$ cat config.mk
export PLATFORM = sky130hd
export DESIGN_NAME = block_buffer_cache_lru_flat
export DESIGN_NICKNAME = d
export VERILOG_FILES = /design/src/rtl/bbc_pkg.sv /design/src/rtl/bbc_if.sv /design/src/rtl/bbc_ctrl.sv /design/src/rtl/bbc_dp.sv /design/src/rtl/block_buffer_cache_lru.sv /design/src/flat_wrapper.sv
export VERILOG_INCLUDE_DIRS = /design/src /design/src/rtl
export SDC_FILE = /design/constraint.sdc
export NUM_CORES = 2
export LEC_CHECK = 0
export BUFFER_PORTS_ARGS = -buffer_cell sky130_fd_sc_hd__clkbuf_2
export CAP_MARGIN = 20
export CORE_AREA = 2 2 400 441
export DETAILED_ROUTE_END_ITERATION = 7
export DIE_AREA = 0 0 402 443
export GPL_ROUTABILITY_DRIVEN = 0
export PLACE_DENSITY = 0.65
export SLEW_MARGIN = 20
export SYNTH_ARGS = -nofsm -noshare
export SYNTH_HDL_FRONTEND = slang
export SYNTH_SLANG_ARGS = --single-unit
$ cat constraint.sdc
create_clock -name clk -period 20.1 [get_ports clk]
set_input_delay 2.01 -clock clk [delete_from_list [all_inputs] [get_ports clk]]
set_output_delay 2.01 -clock clk [all_outputs]
set_load 0.05 [all_outputs]
$ cat src/rtl/block_buffer_cache_lru_assert.svh
// Assertion macros used by the buffer cache top level.
`ifndef BLOCK_BUFFER_CACHE_LRU_ASSERT_SVH
`define BLOCK_BUFFER_CACHE_LRU_ASSERT_SVH

// Implication within the same cycle, quiet while reset is applied.
`define BBC_ASSERT_NOW(lbl, clk_s, rst_s, ante, cons) \
  lbl: assert property (@(posedge clk_s) disable iff (!(rst_s)) (ante) |-> (cons)) \
    else $error("bbc assertion failed");

// Implication checked in the following cycle, quiet while reset is applied.
`define BBC_ASSERT_NXT(lbl, clk_s, rst_s, ante, cons) \
  lbl: assert property (@(posedge clk_s) disable iff (!(rst_s)) (ante) |=> (cons)) \
    else $error("bbc assertion failed");

`endif

$ cat src/rtl/bbc_pkg.sv
// Types and constants of the block buffer cache.
`default_nettype none
package bbc_pkg;

  localparam logic [2:0] CMD_GET         = 3'd0;
  localparam logic [2:0] CMD_RELEASE     = 3'd1;
  localparam logic [2:0] CMD_MARK_VALID  = 3'd2;
  localparam logic [2:0] CMD_MARK_DIRTY  = 3'd3;
  localparam logic [2:0] CMD_CLEAR_DIRTY = 3'd4;

  localparam int SLOT_W = 5;

  typedef enum logic [2:0] {
    RES_HIT     = 3'd0,
    RES_MISS    = 3'd1,
    RES_BUSY    = 3'd2,
    RES_NONE    = 3'd3,
    RES_NOTBUSY = 3'd4,
    RES_DONE    = 3'd5
  } bbc_status_t;

  typedef enum logic [1:0] {
    S_IDLE,
    S_SEARCH,
    S_FINISH
  } bbc_state_t;

  typedef struct packed {
    logic load;
    logic step;
    logic finish;
  } bbc_ctl_t;

  typedef struct packed {
    logic in_is_get;
    logic search_done;
    logic out_free;
  } bbc_sts_t;

endpackage
`default_nettype wire

$ cat src/rtl/bbc_if.sv
// Request and response channel interfaces of the buffer cache.
`default_nettype none
interface bbc_req_if;
  logic        valid;
  logic        ready;
  logic [2:0]  command;
  logic [7:0]  device;
  logic [31:0] block_number;
  logic [4:0]  slot;

  modport source (output valid, command, device, block_number, slot, input ready);
  modport sink   (input valid, command, device, block_number, slot, output ready);
endinterface

interface bbc_rsp_if;
  logic                valid;
  logic                ready;
  logic [4:0]          granted_slot;
  bbc_pkg::bbc_status_t status;
  logic                contents_valid;

  modport source (output valid, granted_slot, status, contents_valid, input ready);
  modport sink   (input valid, granted_slot, status, contents_valid, output ready);
endinterface
`default_nettype wire

$ cat src/rtl/bbc_ctrl.sv
// Sequencer of the buffer cache: accept, search (gets only), finish.
`default_nettype none
module bbc_ctrl (
  input  wire logic          clk,
  input  wire logic          rst_n,
  input  wire logic          in_valid,
  output logic               in_ready,
  input  wire bbc_pkg::bbc_sts_t sts,
  output bbc_pkg::bbc_ctl_t  ctl
);
  import bbc_pkg::*;

  bbc_state_t state_r, state_nxt;

  always_ff @(posedge clk) begin
    if (!rst_n) begin
      state_r <= S_IDLE;
    end else begin
      state_r <= state_nxt;
    end
  end

  always_comb begin
    state_nxt = state_r;
    ctl       = '0;
    in_ready  = 1'b0;
    unique case (state_r)
      S_IDLE: begin
        in_ready = 1'b1;
        if (in_valid) begin
          ctl.load  = 1'b1;
          state_nxt = sts.in_is_get ? S_SEARCH : S_FINISH;
        end
      end
      S_SEARCH: begin
        ctl.step = 1'b1;
        if (sts.search_done) begin
          state_nxt = S_FINISH;
        end
      end
      S_FINISH: begin
        if (sts.out_free) begin
          ctl.finish = 1'b1;
          state_nxt  = S_IDLE;
        end
      end
      default: state_nxt = S_IDLE;
    endcase
  end
endmodule
`default_nettype wire

$ cat src/rtl/bbc_dp.sv
// Datapath of the buffer cache: tags, flags, recency ranks and result register.
`default_nettype none
module bbc_dp #(
  parameter int BUFFER_COUNT = 32
) (
  input  wire logic               clk,
  input  wire logic               rst_n,
  input  wire logic [2:0]         in_command,
  input  wire logic [7:0]         in_device,
  input  wire logic [31:0]        in_block_number,
  input  wire logic [4:0]         in_slot,
  input  wire logic               out_ready,
  output logic                    out_valid,
  output logic [4:0]              out_granted_slot,
  output bbc_pkg::bbc_status_t    out_status,
  output logic                    out_contents_valid,
  input  wire bbc_pkg::bbc_ctl_t  ctl,
  output bbc_pkg::bbc_sts_t       sts
);
  import bbc_pkg::*;

  localparam int IW = (BUFFER_COUNT > 1) ? $clog2(BUFFER_COUNT) : 1;
  localparam logic [IW-1:0] LAST = IW'(BUFFER_COUNT - 1);

  logic [7:0]        tag_dev_r [BUFFER_COUNT];
  logic [31:0]       tag_blk_r [BUFFER_COUNT];
  logic [IW-1:0]     rank_r    [BUFFER_COUNT];
  logic [IW-1:0]     rank_nxt  [BUFFER_COUNT];
  logic [BUFFER_COUNT-1:0] busy_r, valid_r, dirty_r;
  logic [BUFFER_COUNT-1:0] busy_nxt, valid_nxt, dirty_nxt;

  logic [2:0]  cmd_r;
  logic [7:0]  dev_r;
  logic [31:0] blk_r;
  logic [4:0]  slot_r;
  logic [IW-1:0] pos_r, hit_pick_r, free_pick_r;
  logic hit_r, free_found_r;

  logic out_valid_r, cv_r;
  logic [4:0] gs_r;
  bbc_status_t st_r;

  logic [BUFFER_COUNT-1:0] hit_vec, free_vec;
  logic [IW-1:0] hit_idx, free_idx, top_pos, s_idx, old_rank;
  logic hit_now, free_now, tag_wr, in_range;
  logic [4:0] gs_nxt;
  bbc_status_t st_nxt;
  logic cv_nxt;

  // Candidate at the current rank position: hits walk up from the most recent
  // end while free buffers walk down from the least recent end.
  always_comb begin
    top_pos  = LAST - pos_r;
    hit_idx  = '0;
    free_idx = '0;
    for (int i = 0; i < BUFFER_COUNT; i++) begin
      hit_vec[i]  = (tag_dev_r[i] == dev_r) && (tag_blk_r[i] == blk_r) &&
                    (rank_r[i] == pos_r);
      free_vec[i] = !busy_r[i] && !dirty_r[i] && (rank_r[i] == top_pos);
      if (hit_vec[i]) hit_idx = hit_idx | IW'(i);
      if (free_vec[i]) free_idx = free_idx | IW'(i);
    end
    hit_now  = |hit_vec;
    free_now = |free_vec;
  end

  assign sts.in_is_get   = (in_command == CMD_GET);
  assign sts.search_done = hit_now || (pos_r == LAST);
  assign sts.out_free    = !out_valid_r || out_ready;

  always_comb begin
    in_range  = ({4'd0, slot_r} < 9'(BUFFER_COUNT));
    s_idx     = IW'(slot_r);
    old_rank  = rank_r[s_idx];
    busy_nxt  = busy_r;
    valid_nxt = valid_r;
    dirty_nxt = dirty_r;
    for (int i = 0; i < BUFFER_COUNT; i++) begin
      rank_nxt[i] = rank_r[i];
    end
    tag_wr = 1'b0;
    gs_nxt = slot_r;
    st_nxt = RES_DONE;
    cv_nxt = 1'b0;
    if (cmd_r == CMD_GET) begin
      if (hit_r) begin
        gs_nxt = 5'(hit_pick_r);
        cv_nxt = valid_r[hit_pick_r];
        if (busy_r[hit_pick_r]) begin
          st_nxt = RES_BUSY;
        end else begin
          st_nxt = RES_HIT;
          busy_nxt[hit_pick_r] = 1'b1;
        end
      end else if (free_found_r) begin
        gs_nxt = 5'(free_pick_r);
        st_nxt = RES_MISS;
        tag_wr = 1'b1;
        busy_nxt[free_pick_r]  = 1'b1;
        valid_nxt[free_pick_r] = 1'b0;
        dirty_nxt[free_pick_r] = 1'b0;
      end else begin
        gs_nxt = '0;
        st_nxt = RES_NONE;
      end
    end else if (cmd_r > CMD_CLEAR_DIRTY) begin
      st_nxt = RES_DONE;
    end else if (!in_range) begin
      st_nxt = RES_NOTBUSY;
    end else begin
      cv_nxt = valid_r[s_idx];
      priority if (cmd_r == CMD_RELEASE) begin
        if (!busy_r[s_idx]) begin
          st_nxt = RES_NOTBUSY;
        end else begin
          for (int i = 0; i < BUFFER_COUNT; i++) begin
            if (rank_r[i] < old_rank) rank_nxt[i] = rank_r[i] + 1'b1;
          end
          rank_nxt[s_idx] = '0;
          busy_nxt[s_idx] = 1'b0;
        end
      end else if (cmd_r == CMD_MARK_VALID) begin
        valid_nxt[s_idx] = 1'b1;
        cv_nxt = 1'b1;
      end else if (cmd_r == CMD_MARK_DIRTY) begin
        if (!busy_r[s_idx]) begin
          st_nxt = RES_NOTBUSY;
        end else begin
          dirty_nxt[s_idx] = 1'b1;
        end
      end else begin
        dirty_nxt[s_idx] = 1'b0;
      end
    end
  end

  always_ff @(posedge clk) begin
    if (!rst_n) begin
      busy_r       <= '0;
      valid_r      <= '0;
      dirty_r      <= '0;
      hit_r        <= 1'b0;
      free_found_r <= 1'b0;
      out_valid_r  <= 1'b0;
      for (int i = 0; i < BUFFER_COUNT; i++) begin
        tag_dev_r[i] <= '0;
        tag_blk_r[i] <= '0;
        rank_r[i]    <= IW'(BUFFER_COUNT - 1 - i);
      end
    end else begin
      if (ctl.load) begin
        cmd_r        <= in_command;
        dev_r        <= in_device;
        blk_r        <= in_block_number;
        slot_r       <= in_slot;
        pos_r        <= '0;
        hit_r        <= 1'b0;
        free_found_r <= 1'b0;
      end
      if (ctl.step) begin
        pos_r <= pos_r + 1'b1;
        if (hit_now) begin
          hit_r      <= 1'b1;
          hit_pick_r <= hit_idx;
        end else if (free_now && !free_found_r) begin
          free_found_r <= 1'b1;
          free_pick_r  <= free_idx;
        end
      end
      if (ctl.finish) begin
        busy_r  <= busy_nxt;
        valid_r <= valid_nxt;
        dirty_r <= dirty_nxt;
        for (int i = 0; i < BUFFER_COUNT; i++) begin
          rank_r[i] <= rank_nxt[i];
        end
        if (tag_wr) begin
          tag_dev_r[free_pick_r] <= dev_r;
          tag_blk_r[free_pick_r] <= blk_r;
        end
        out_valid_r <= 1'b1;
        gs_r        <= gs_nxt;
        st_r        <= st_nxt;
        cv_r        <= cv_nxt;
      end else if (out_ready) begin
        out_valid_r <= 1'b0;
      end
    end
  end

  assign out_valid          = out_valid_r;
  assign out_granted_slot   = gs_r;
  assign out_status         = st_r;
  assign out_contents_valid = cv_r;
endmodule
`default_nettype wire

$ cat src/rtl/block_buffer_cache_lru.sv
// Top level of the block buffer cache bookkeeping with recency order.
`default_nettype none
// The block keeps tags, busy, valid and dirty flags and a recency rank for
// BUFFER_COUNT buffers and handles one request beat at a time. Release and the
// mark commands go from acceptance straight to the finish state, which loads
// the result register once the output register is free. A get first walks
// the recency order one rank per cycle: a hit ends the walk at the rank of the
// matching buffer, and a miss walks all BUFFER_COUNT ranks; the finish state
// then loads the result. Each step of the walk compares one rank across all
// tags. A new request is taken once the previous result has been loaded into
// the output register, even if that result beat has not yet been taken
// downstream.
module block_buffer_cache_lru #(
  parameter int BUFFER_COUNT = 32
) (
  input  wire logic clk,
  input  wire logic rst_n,
  bbc_req_if.sink   in_req,
  bbc_rsp_if.source out_rsp
);
  import bbc_pkg::*;

  bbc_ctl_t ctl;
  bbc_sts_t sts;

  bbc_ctrl u_ctrl (
    .clk      (clk),
    .rst_n    (rst_n),
    .in_valid (in_req.valid),
    .in_ready (in_req.ready),
    .sts      (sts),
    .ctl      (ctl)
  );

  bbc_dp #(.BUFFER_COUNT(BUFFER_COUNT)) u_dp (
    .clk                (clk),
    .rst_n              (rst_n),
    .in_command         (in_req.command),
    .in_device          (in_req.device),
    .in_block_number    (in_req.block_number),
    .in_slot            (in_req.slot),
    .out_ready          (out_rsp.ready),
    .out_valid          (out_rsp.valid),
    .out_granted_slot   (out_rsp.granted_slot),
    .out_status         (out_rsp.status),
    .out_contents_valid (out_rsp.contents_valid),
    .ctl                (ctl),
    .sts                (sts)
  );

  `include "block_buffer_cache_lru_assert.svh"

  // Only one request is in flight: an accepted beat closes the request port.
  `BBC_ASSERT_NXT(a_one_in_flight, clk, rst_n, in_req.valid && in_req.ready, !in_req.ready)
  // A freshly allocated buffer never reports valid contents.
  `BBC_ASSERT_NOW(a_miss_invalid, clk, rst_n,
    out_rsp.valid && (out_rsp.status == RES_MISS), !out_rsp.contents_valid)
  // With no free buffer the result reports slot zero.
  `BBC_ASSERT_NOW(a_none_slot0, clk, rst_n,
    out_rsp.valid && (out_rsp.status == RES_NONE), out_rsp.granted_slot == 5'd0)
endmodule
`default_nettype wire

$ cat src/flat_wrapper.sv
// flat-port wrapper written by rule: the top's interface ports become plain ports
module block_buffer_cache_lru_flat import bbc_pkg::*;
#(
  parameter int BUFFER_COUNT = 32
)
  (clk, rst_n, in_req_valid, in_req_command, in_req_device, in_req_block_number, in_req_slot, in_req_ready, out_rsp_valid, out_rsp_granted_slot, out_rsp_status, out_rsp_contents_valid, out_rsp_ready);
  bbc_req_if in_req_i ();
  bbc_rsp_if out_rsp_i ();
  input  wire logic clk;
  input  wire logic rst_n;
  input wire logic [$bits(in_req_i.valid)-1:0] in_req_valid;
  input wire logic [$bits(in_req_i.command)-1:0] in_req_command;
  input wire logic [$bits(in_req_i.device)-1:0] in_req_device;
  input wire logic [$bits(in_req_i.block_number)-1:0] in_req_block_number;
  input wire logic [$bits(in_req_i.slot)-1:0] in_req_slot;
  output wire logic [$bits(in_req_i.ready)-1:0] in_req_ready;
  output wire logic [$bits(out_rsp_i.valid)-1:0] out_rsp_valid;
  output wire logic [$bits(out_rsp_i.granted_slot)-1:0] out_rsp_granted_slot;
  output wire logic [$bits(out_rsp_i.status)-1:0] out_rsp_status;
  output wire logic [$bits(out_rsp_i.contents_valid)-1:0] out_rsp_contents_valid;
  input wire logic [$bits(out_rsp_i.ready)-1:0] out_rsp_ready;
  assign in_req_i.valid = in_req_valid;
  assign in_req_i.command = in_req_command;
  assign in_req_i.device = in_req_device;
  assign in_req_i.block_number = in_req_block_number;
  assign in_req_i.slot = in_req_slot;
  assign in_req_ready = in_req_i.ready;
  assign out_rsp_valid = out_rsp_i.valid;
  assign out_rsp_granted_slot = out_rsp_i.granted_slot;
  assign out_rsp_status = out_rsp_i.status;
  assign out_rsp_contents_valid = out_rsp_i.contents_valid;
  assign out_rsp_i.ready = out_rsp_ready;
  block_buffer_cache_lru #(.BUFFER_COUNT(BUFFER_COUNT)) u_core (.clk(clk), .rst_n(rst_n), .in_req(in_req_i), .out_rsp(out_rsp_i));
endmodule
* Word level (Yosys, flattened, before mapping) *
Memory sizes are Yosys's and may differ from the RTL's. A register that Yosys moved wholly into a read port is not among the register bits.
Index checks and enable logic that the tools add are counted.

storage, ports and cells
  bits in registers = 173
  bits in latches = 0
  memory bits (writable) = 1440
  ROM bits = 0
  bits of input ports = 52
  output and inout bits = 11
  memories kept = 3

operators by class
  add/sub/neg operators = 34
  multiply operators = 0
  divide/modulo/power cells = 0
  magnitude comparators = 41
  equality and inequality tests = 156
  shift operators = 0
  multiplexer cells = 499
  bitwise gates (word level) = 45
  reduce and logical (&&, ||, !) cells = 217

memories
  memory                 depth  bits a word  rd ports  clocked after Yosys merged registers in  wr ports  RTL line      RTL
  u_core.u_dp.tag_blk_r  32     32           32        0                                        32        bbc_dp.sv:26  logic [31:0] tag_blk_r [BUFFER_COUNT];
  u_core.u_dp.tag_dev_r  32     8            32        0                                        32        bbc_dp.sv:25  logic [7:0] tag_dev_r [BUFFER_COUNT];
  u_core.u_dp.rank_r     32     5            33        1                                        32        bbc_dp.sv:27  logic [IW-1:0] rank_r [BUFFER_COUNT];

operators with widths
  cell                                                           number
  32-bit 2-to-1 mux                                              74
  160-bit 2-to-1 mux                                             12
  5-bit 2-to-1 mux                                               256
  32-bit == test                                                 32
  5-bit == test                                                  64
  8-bit == test                                                  32
  5-bit by 1-bit adder with 5-bit output, second input constant  33
  160-bit bitwise AND                                            1
  5-bit less-than comparator                                     32
  160-bit NOT                                                    1
  1-bit logical AND                                              133
  3-bit 2-to-1 mux                                               43
  32-bit bitwise AND                                             4
  32-bit OR                                                      4
  32-bit OR reduction                                            3
  1-bit 2-to-1 mux                                               73
  1-bit zero test                                                66
  4-bit 2-to-1 mux                                               16
  32-bit NOT                                                     2
  1-bit OR                                                       32
  2-bit 2-to-1 mux                                               13
  5-bit demux with 5-bit select                                  1
  8-bit 2-to-1 mux                                               3
  1-bit binary-select mux with 5-bit select                      4
  other kinds (29)                                               58

* Logic depth before layout (Yosys ltp) *
  word-level depth = 43
  gate-level depth with buffers = 16
  mapped depth without buffers = 13

* Hierarchy *
A second synthesis with hierarchy kept.

unflattened totals
  cells, all modules = 7212
  area total of the unflattened synthesis = 86631.8 um^2

modules (own cells, without submodules)
  module    instances  cells an instance  area an instance (um^2)
  bbc_dp    1          7197               86508.0
  bbc_ctrl  1          15                 123.9

* Worst setup path before layout *
Ideal clock, no wire load.

  path kind = input to register
  start point = input out_rsp_ready
  end point = memory u_core.u_dp.rank_r[0][0] (netlist bit) (enable)
  setup time = 0.646 ns
  arrival time = 8.882 ns
  path slack = 10.572 ns
  stages on the path = 4
  path through = nor2b_1 -> nand2b_1 -> or4b_2 -> o21ai_0

RTL lines
  item         RTL line            RTL
  from (decl)  flat_wrapper.sv:21  input wire logic [$bits(out_rsp_i.ready)-1:0] out_rsp_ready;
  to (decl)    bbc_dp.sv:27

==> impl_results.html <==
<table>
<tr><th>Metric</th><th>Value</th></tr>
<tr><th colspan="2">Power</th></tr>
<tr><td>Largest voltage drop on the vdd net</td><td>64.9 uV</td></tr>
<tr><td>Post-route total power</td><td>7.95 mW</td></tr>
<tr><td>Pwr per Cell Area</td><td>83.7 mW/mm2</td></tr>
<tr><td>Leak Pwr</td><td>33.2 nW</td></tr>
<tr><th colspan="2">Setup path</th></tr>
<tr><td>Depth of the most critical reg-to-reg path</td><td>12</td></tr>
<tr><td>CP required</td><td>20.63 ns</td></tr>
<tr><td>Worst setup path endpoint</td><td>u_core.u_dp.rank_r[8][4]$_SDFFCE_PN1P_</td></tr>
<tr><td>Data arrival at the endpoint of the critical path</td><td>6.11 ns</td></tr>
<tr><td>Worst setup SP type</td><td>flop</td></tr>
<tr><td>CP Class</td><td>flop to flop</td></tr>
<tr><td>CP endpoint kind</td><td>flop</td></tr>
<tr><td>Highest net fanout along the worst path</td><td>40</td></tr>
<tr><td>Terminus of the critical flop-to-flop path</td><td>u_core.u_dp.rank_r[8][4]$_SDFFCE_PN1P_</td></tr>
<tr><td>Slack of the worst reg-to-reg path</td><td>14.52 ns</td></tr>
<tr><th colspan="2">Detailed routing</th></tr>
<tr><td>Routed via count divided by cell count</td><td>approximately 6.0</td></tr>
<tr><td>Number of DRC markers after the initial detailed-route iteration</td><td>6,616</td></tr>
<tr><td>Total Routed Length</td><td>260 mm</td></tr>
<tr><td>1st-pass router iterations</td><td>8</td></tr>
<tr><td>Average wire per cell in the routed design</td><td>about 28 um</td></tr>
<tr><td>Post-detailed-route DRC marker count</td><td>0</td></tr>
<tr><td>Via total after detailed routing</td><td>56,457</td></tr>
<tr><td>Count of antenna-violating nets left after detailed routing</td><td>0</td></tr>
<tr><th colspan="2">Logic synthesis</th></tr>
<tr><td>Avg Inst Size Synth</td><td>12.0 um2</td></tr>
<tr><td>Number of different library cells in the post-synthesis netlist</td><td>67</td></tr>
<tr><td>Number of storage elements in the synthesis netlist</td><td>1,618</td></tr>
<tr><td>Number of nets produced by synthesis</td><td>7,398</td></tr>
<tr><td>Mapped cell area</td><td>0.0864 mm2</td></tr>
<tr><td>Proportion of synthesized chip area in sequential cells</td><td>55.0%</td></tr>
<tr><td>Gate Count Post-Synth</td><td>7,184</td></tr>
<tr><td>Synth Area in Adders</td><td>2.35%</td></tr>
<tr><td>Dominant combinational cell family by area after synthesis</td><td>simple AND/OR/NAND/NOR gates</td></tr>
<tr><td>Post-synthesis mux area share</td><td>about 2.7%</td></tr>
<tr><td>Post-Synth Simple-Gate Area</td><td>17.2%</td></tr>
<tr><td>Compound-gate portion of the synthesized area</td><td>4.02%</td></tr>
<tr><td>Number of warnings issued by yosys</td><td>0</td></tr>
<tr><td>Ys async rst share</td><td>0%</td></tr>
<tr><td>Number of enable-type register cells in the synthesized netlist</td><td>~1,500</td></tr>
<tr><td>Dominant register cell in the synthesized netlist</td><td>sky130_fd_sc_hd__edfxtp_1</td></tr>
<tr><td>Synthesized-area fraction occupied by xor and xnor cells</td><td>15.9%</td></tr>
<tr><th colspan="2">Die</th></tr>
<tr><td>Full die area</td><td>between 0.15 and 0.2 mm2</td></tr>
<tr><td>Row cnt</td><td>161</td></tr>
<tr><td>Starting density of the core</td><td>49.6%</td></tr>
<tr><td>Area of the core region</td><td>0.174 mm2</td></tr>
<tr><td>Number of primary I/O pins</td><td>63</td></tr>
<tr><td>Die Ht</td><td>443 um</td></tr>
<tr><td>Die width</td><td>402 um</td></tr>
<tr><th colspan="2">Clock tree</th></tr>
<tr><td>Clock tree from TritonCTS</td><td>yes</td></tr>
<tr><td>Maximum root-to-sink buffer count</td><td>3</td></tr>
<tr><td>Sink Count</td><td>~1,600</td></tr>
<tr><td>Post-CTS Hold Fix Bufs</td><td>0</td></tr>
<tr><td>Post-CTS clock slew at the launch and capture registers of the worst setup and hold paths</td><td>0.06 ns</td></tr>
<tr><td>Number of setup buffers added after CTS</td><td>0</td></tr>
<tr><td>Clk root buf</td><td>sky130_fd_sc_hd__clkbuf_16</td></tr>
<tr><td>PostCTS Resize Cnt</td><td>0</td></tr>
<tr><td>Deepest level of the CTS H-tree</td><td>4</td></tr>
<tr><td>CTS Buf Count</td><td>168</td></tr>
<tr><td>Skew-Pair Late Insertion Delay</td><td>0.83 ns</td></tr>
<tr><th colspan="2">Final layout</th></tr>
<tr><td>Ratio of cells with drive above 1 in the final layout</td><td>8.94%</td></tr>
<tr><td>Filler cells</td><td>14,359</td></tr>
<tr><td>Net count reported at finish</td><td>7,240</td></tr>
<tr><td>Most frequent standard cell in the layout excluding fill and tap cells</td><td>sky130_fd_sc_hd__edfxtp_1</td></tr>
<tr><td>Area Overhead vs Synth</td><td>10.0%</td></tr>
<tr><td>Most frequent cells in the layout</td><td>sky130_fd_sc_hd__edfxtp_1 (1,512), sky130_fd_sc_hd__and2_1 (1,292), sky130_fd_sc_hd__xnor2_1 (896)</td></tr>
<tr><th colspan="2">Job</th></tr>
<tr><td>Max Cap Violations</td><td>0</td></tr>
<tr><th colspan="2">Timing</th></tr>
<tr><td>Time the final worst path needs with I/O delays and setup</td><td>5.58 ns</td></tr>
<tr><td>Sum of negative setup slack</td><td>0 ns</td></tr>
<tr><td>Final hold violations</td><td>0</td></tr>
<tr><td>Endpoints failing setup</td><td>0</td></tr>
<tr><td>FMAX</td><td>179 MHz</td></tr>
<tr><td>Setup repair after global routing missed its margin</td><td>false</td></tr>
<tr><td>Final count of pins violating max slew</td><td>0</td></tr>
<tr><td>Final period utilization</td><td>roughly 28%</td></tr>
<tr><td>Final worst clock skew</td><td>0.0288 ns</td></tr>
<tr><td>Max-slew headroom</td><td>11.1%</td></tr>
<tr><td>Transition time at the pin with the least slew margin</td><td>1.33 ns</td></tr>
<tr><th colspan="2">Run status</th></tr>
<tr><td>Outcome</td><td>complete, no violations</td></tr>
<tr><th colspan="2">Global routing</th></tr>
<tr><td>Pin count of the biggest net entering global routing</td><td>approximately 70</td></tr>
<tr><td>Global-route wire length before repair</td><td>about 380 mm</td></tr>
<tr><td>Grt ovf</td><td>0</td></tr>
<tr><td>Initial antenna violation count</td><td>17</td></tr>
<tr><td>Number of global-route vias before repair</td><td>54,303</td></tr>
<tr><td>Global Route Usage Sum</td><td>29.0%</td></tr>
<tr><th colspan="2">Placed design</th></tr>
<tr><td>Hpwl dp</td><td>158 mm</td></tr>
<tr><td>Number of buffers added on ports</td><td>62</td></tr>
<tr><th colspan="2">Worst hold path</th></tr>
<tr><td>Worst min-delay path class</td><td>flop to flop</td></tr>
</table>
==> state kept, by name, indices dropped and copies added (netlist names), 2 cells and up, named ones only <==
register                      flops
u_core.u_ctrl.state_r             2
u_core.u_dp.out_granted_slot      5
u_core.u_dp.out_status            3
u_core.u_dp.free_pick_r           5
u_core.u_dp.pos_r                 5
u_core.u_dp.rank_r              160
u_core.u_dp.dev_r                 8
u_core.u_dp.s_idx                 5
u_core.u_dp.hit_pick_r            5
u_core.u_dp.cmd_r                 3
u_core.u_dp.busy_r               32
u_core.u_dp.tag_blk_r          1024
u_core.u_dp.tag_dev_r           256
u_core.u_dp.valid_r              32
u_core.u_dp.blk_r                32
==> worst min-delay path by stage <==
stage                 to  depth (start not counted)
finish              flop                          2
global route        flop                          2
CTS                 flop                          2
detailed placement  flop                          2
global placement    flop                          2
floorplan           flop                          2
==> Yosys cell counts (4+ instances only) <==
master,count,area (um2)
sky130_fd_sc_hd__o21ai_0,258,1290
sky130_fd_sc_hd__a22oi_1,33,248
sky130_fd_sc_hd__nand2_1,189,709
sky130_fd_sc_hd__nor4_1,203,1270
sky130_fd_sc_hd__nor3_1,79,395
sky130_fd_sc_hd__dfxtp_1,106,2120
sky130_fd_sc_hd__a211oi_1,15,113
sky130_fd_sc_hd__a32o_1,4,40.0
sky130_fd_sc_hd__xor2_1,673,5890
sky130_fd_sc_hd__a311oi_1,29,254
sky130_fd_sc_hd__nor4b_1,5,43.8
sky130_fd_sc_hd__a21o_1,52,390
sky130_fd_sc_hd__mux2i_1,36,360
sky130_fd_sc_hd__or3_1,9,56.3
sky130_fd_sc_hd__nand3b_1,8,60.1
sky130_fd_sc_hd__nand4_1,324,2030
sky130_fd_sc_hd__and4_1,9,78.8
sky130_fd_sc_hd__xnor2_1,896,7850
sky130_fd_sc_hd__nor2b_1,19,119
sky130_fd_sc_hd__nand2b_1,13,81.3
sky130_fd_sc_hd__a21oi_1,88,440
sky130_fd_sc_hd__and2_1,1292,8080
sky130_fd_sc_hd__nand3_1,47,235
sky130_fd_sc_hd__ha_1,162,2030
sky130_fd_sc_hd__buf_4,19,143
sky130_fd_sc_hd__a221oi_1,6,52.6
sky130_fd_sc_hd__buf_2,175,876
sky130_fd_sc_hd__inv_1,16,60.1
sky130_fd_sc_hd__edfxtp_1,1512,45400
sky130_fd_sc_hd__nor2_1,311,1170
sky130_fd_sc_hd__o21a_1,25,188
sky130_fd_sc_hd__o21ai_2,4,35.0
sky130_fd_sc_hd__buf_6,4,45.0
sky130_fd_sc_hd__or4_1,18,135
sky130_fd_sc_hd__a31oi_1,6,37.5
sky130_fd_sc_hd__or2_2,5,31.3
sky130_fd_sc_hd__clkbuf_1,340,1280
sky130_fd_sc_hd__nand4b_1,8,70.1
sky130_fd_sc_hd__o22ai_1,30,188
sky130_fd_sc_hd__and3_1,18,113
sky130_fd_sc_hd__mux4_2,84,1890
sky130_fd_sc_hd__buf_1,14,52.6
sky130_fd_sc_hd__mux2_2,4,45.0
==> kinds of logic (layout without fill, tap and decap cells) <==
| logic type | after synthesis | after routing |
|---|---|---|
| compound gates | 569 | 569 |
| buf+inv | 569 | 543 |
| xor+xnor | 1569 | 1569 |
| flops | 1618 | 1618 |
| fa+ha+maj | 162 | 162 |
| mux | 125 | 125 |
| simple gates | 2572 | 2572 |
| other cells | 0 | 6 |
==> stage by stage <==
stage	util [%]	setup WS [ns]	instance area (um2)	hold slack, ns	cells
finish	54.6	14.52	95000	0.502	9446
global route	54.6	14.31	95000	0.528	9441
CTS	54.4	14.62	94600	0.501	9431
detailed placement	51.4	13.79	89500	0.483	9129
global placement	51.1	13.89	88900	0.471	9111
floorplan	-	10.57	86400	0.457	7184
==> final cells by class <==
type                            count  area [um2]  area share (%)
Inverter                           17        65.1          0.0685
Tap cell                         2282        2860            3.01
Multi-Input combinational cell   4997       37100            39.1
Clock inverter                     80         596           0.627
Clock buffer                      222        4560            4.80
Antenna cell                        6        15.0          0.0158
Sequential cell                  1618       47500            50.0
Timing Repair Buffer              224        2280            2.40
==> power by group <==
part	switching [mW]	internal [mW]
logic	0.636	0.380
registers	0.108	3.81
clock network	1.33	1.68
==> worst max-delay path, cell delays in order (launching register included) <==
cell                       delay (ns)
sky130_fd_sc_hd__dfxtp_2         0.31
sky130_fd_sc_hd__buf_4           0.64
sky130_fd_sc_hd__mux4_2          0.69
sky130_fd_sc_hd__mux4_2          0.58
sky130_fd_sc_hd__mux2i_4         0.49
sky130_fd_sc_hd__buf_4           0.63
sky130_fd_sc_hd__ha_1            0.36
sky130_fd_sc_hd__a21o_1          0.16
sky130_fd_sc_hd__a21o_1          0.17
sky130_fd_sc_hd__a211oi_1        0.69
sky130_fd_sc_hd__nand4_1         0.20
sky130_fd_sc_hd__xor2_1          0.16
sky130_fd_sc_hd__o21ai_0         0.08
==> layer usage <==
metal  vias to the layer above  routed length, um  GRT usage (%)
li1                      25030                  -              -
met1                     28367             106000           39.1
met2                      2484             120000           46.2
met3                       570              21400           5.09
met4                         6              12200           12.2
met5                         -                 40              0
Note: power is estimated with default switching activity, not from simulation.
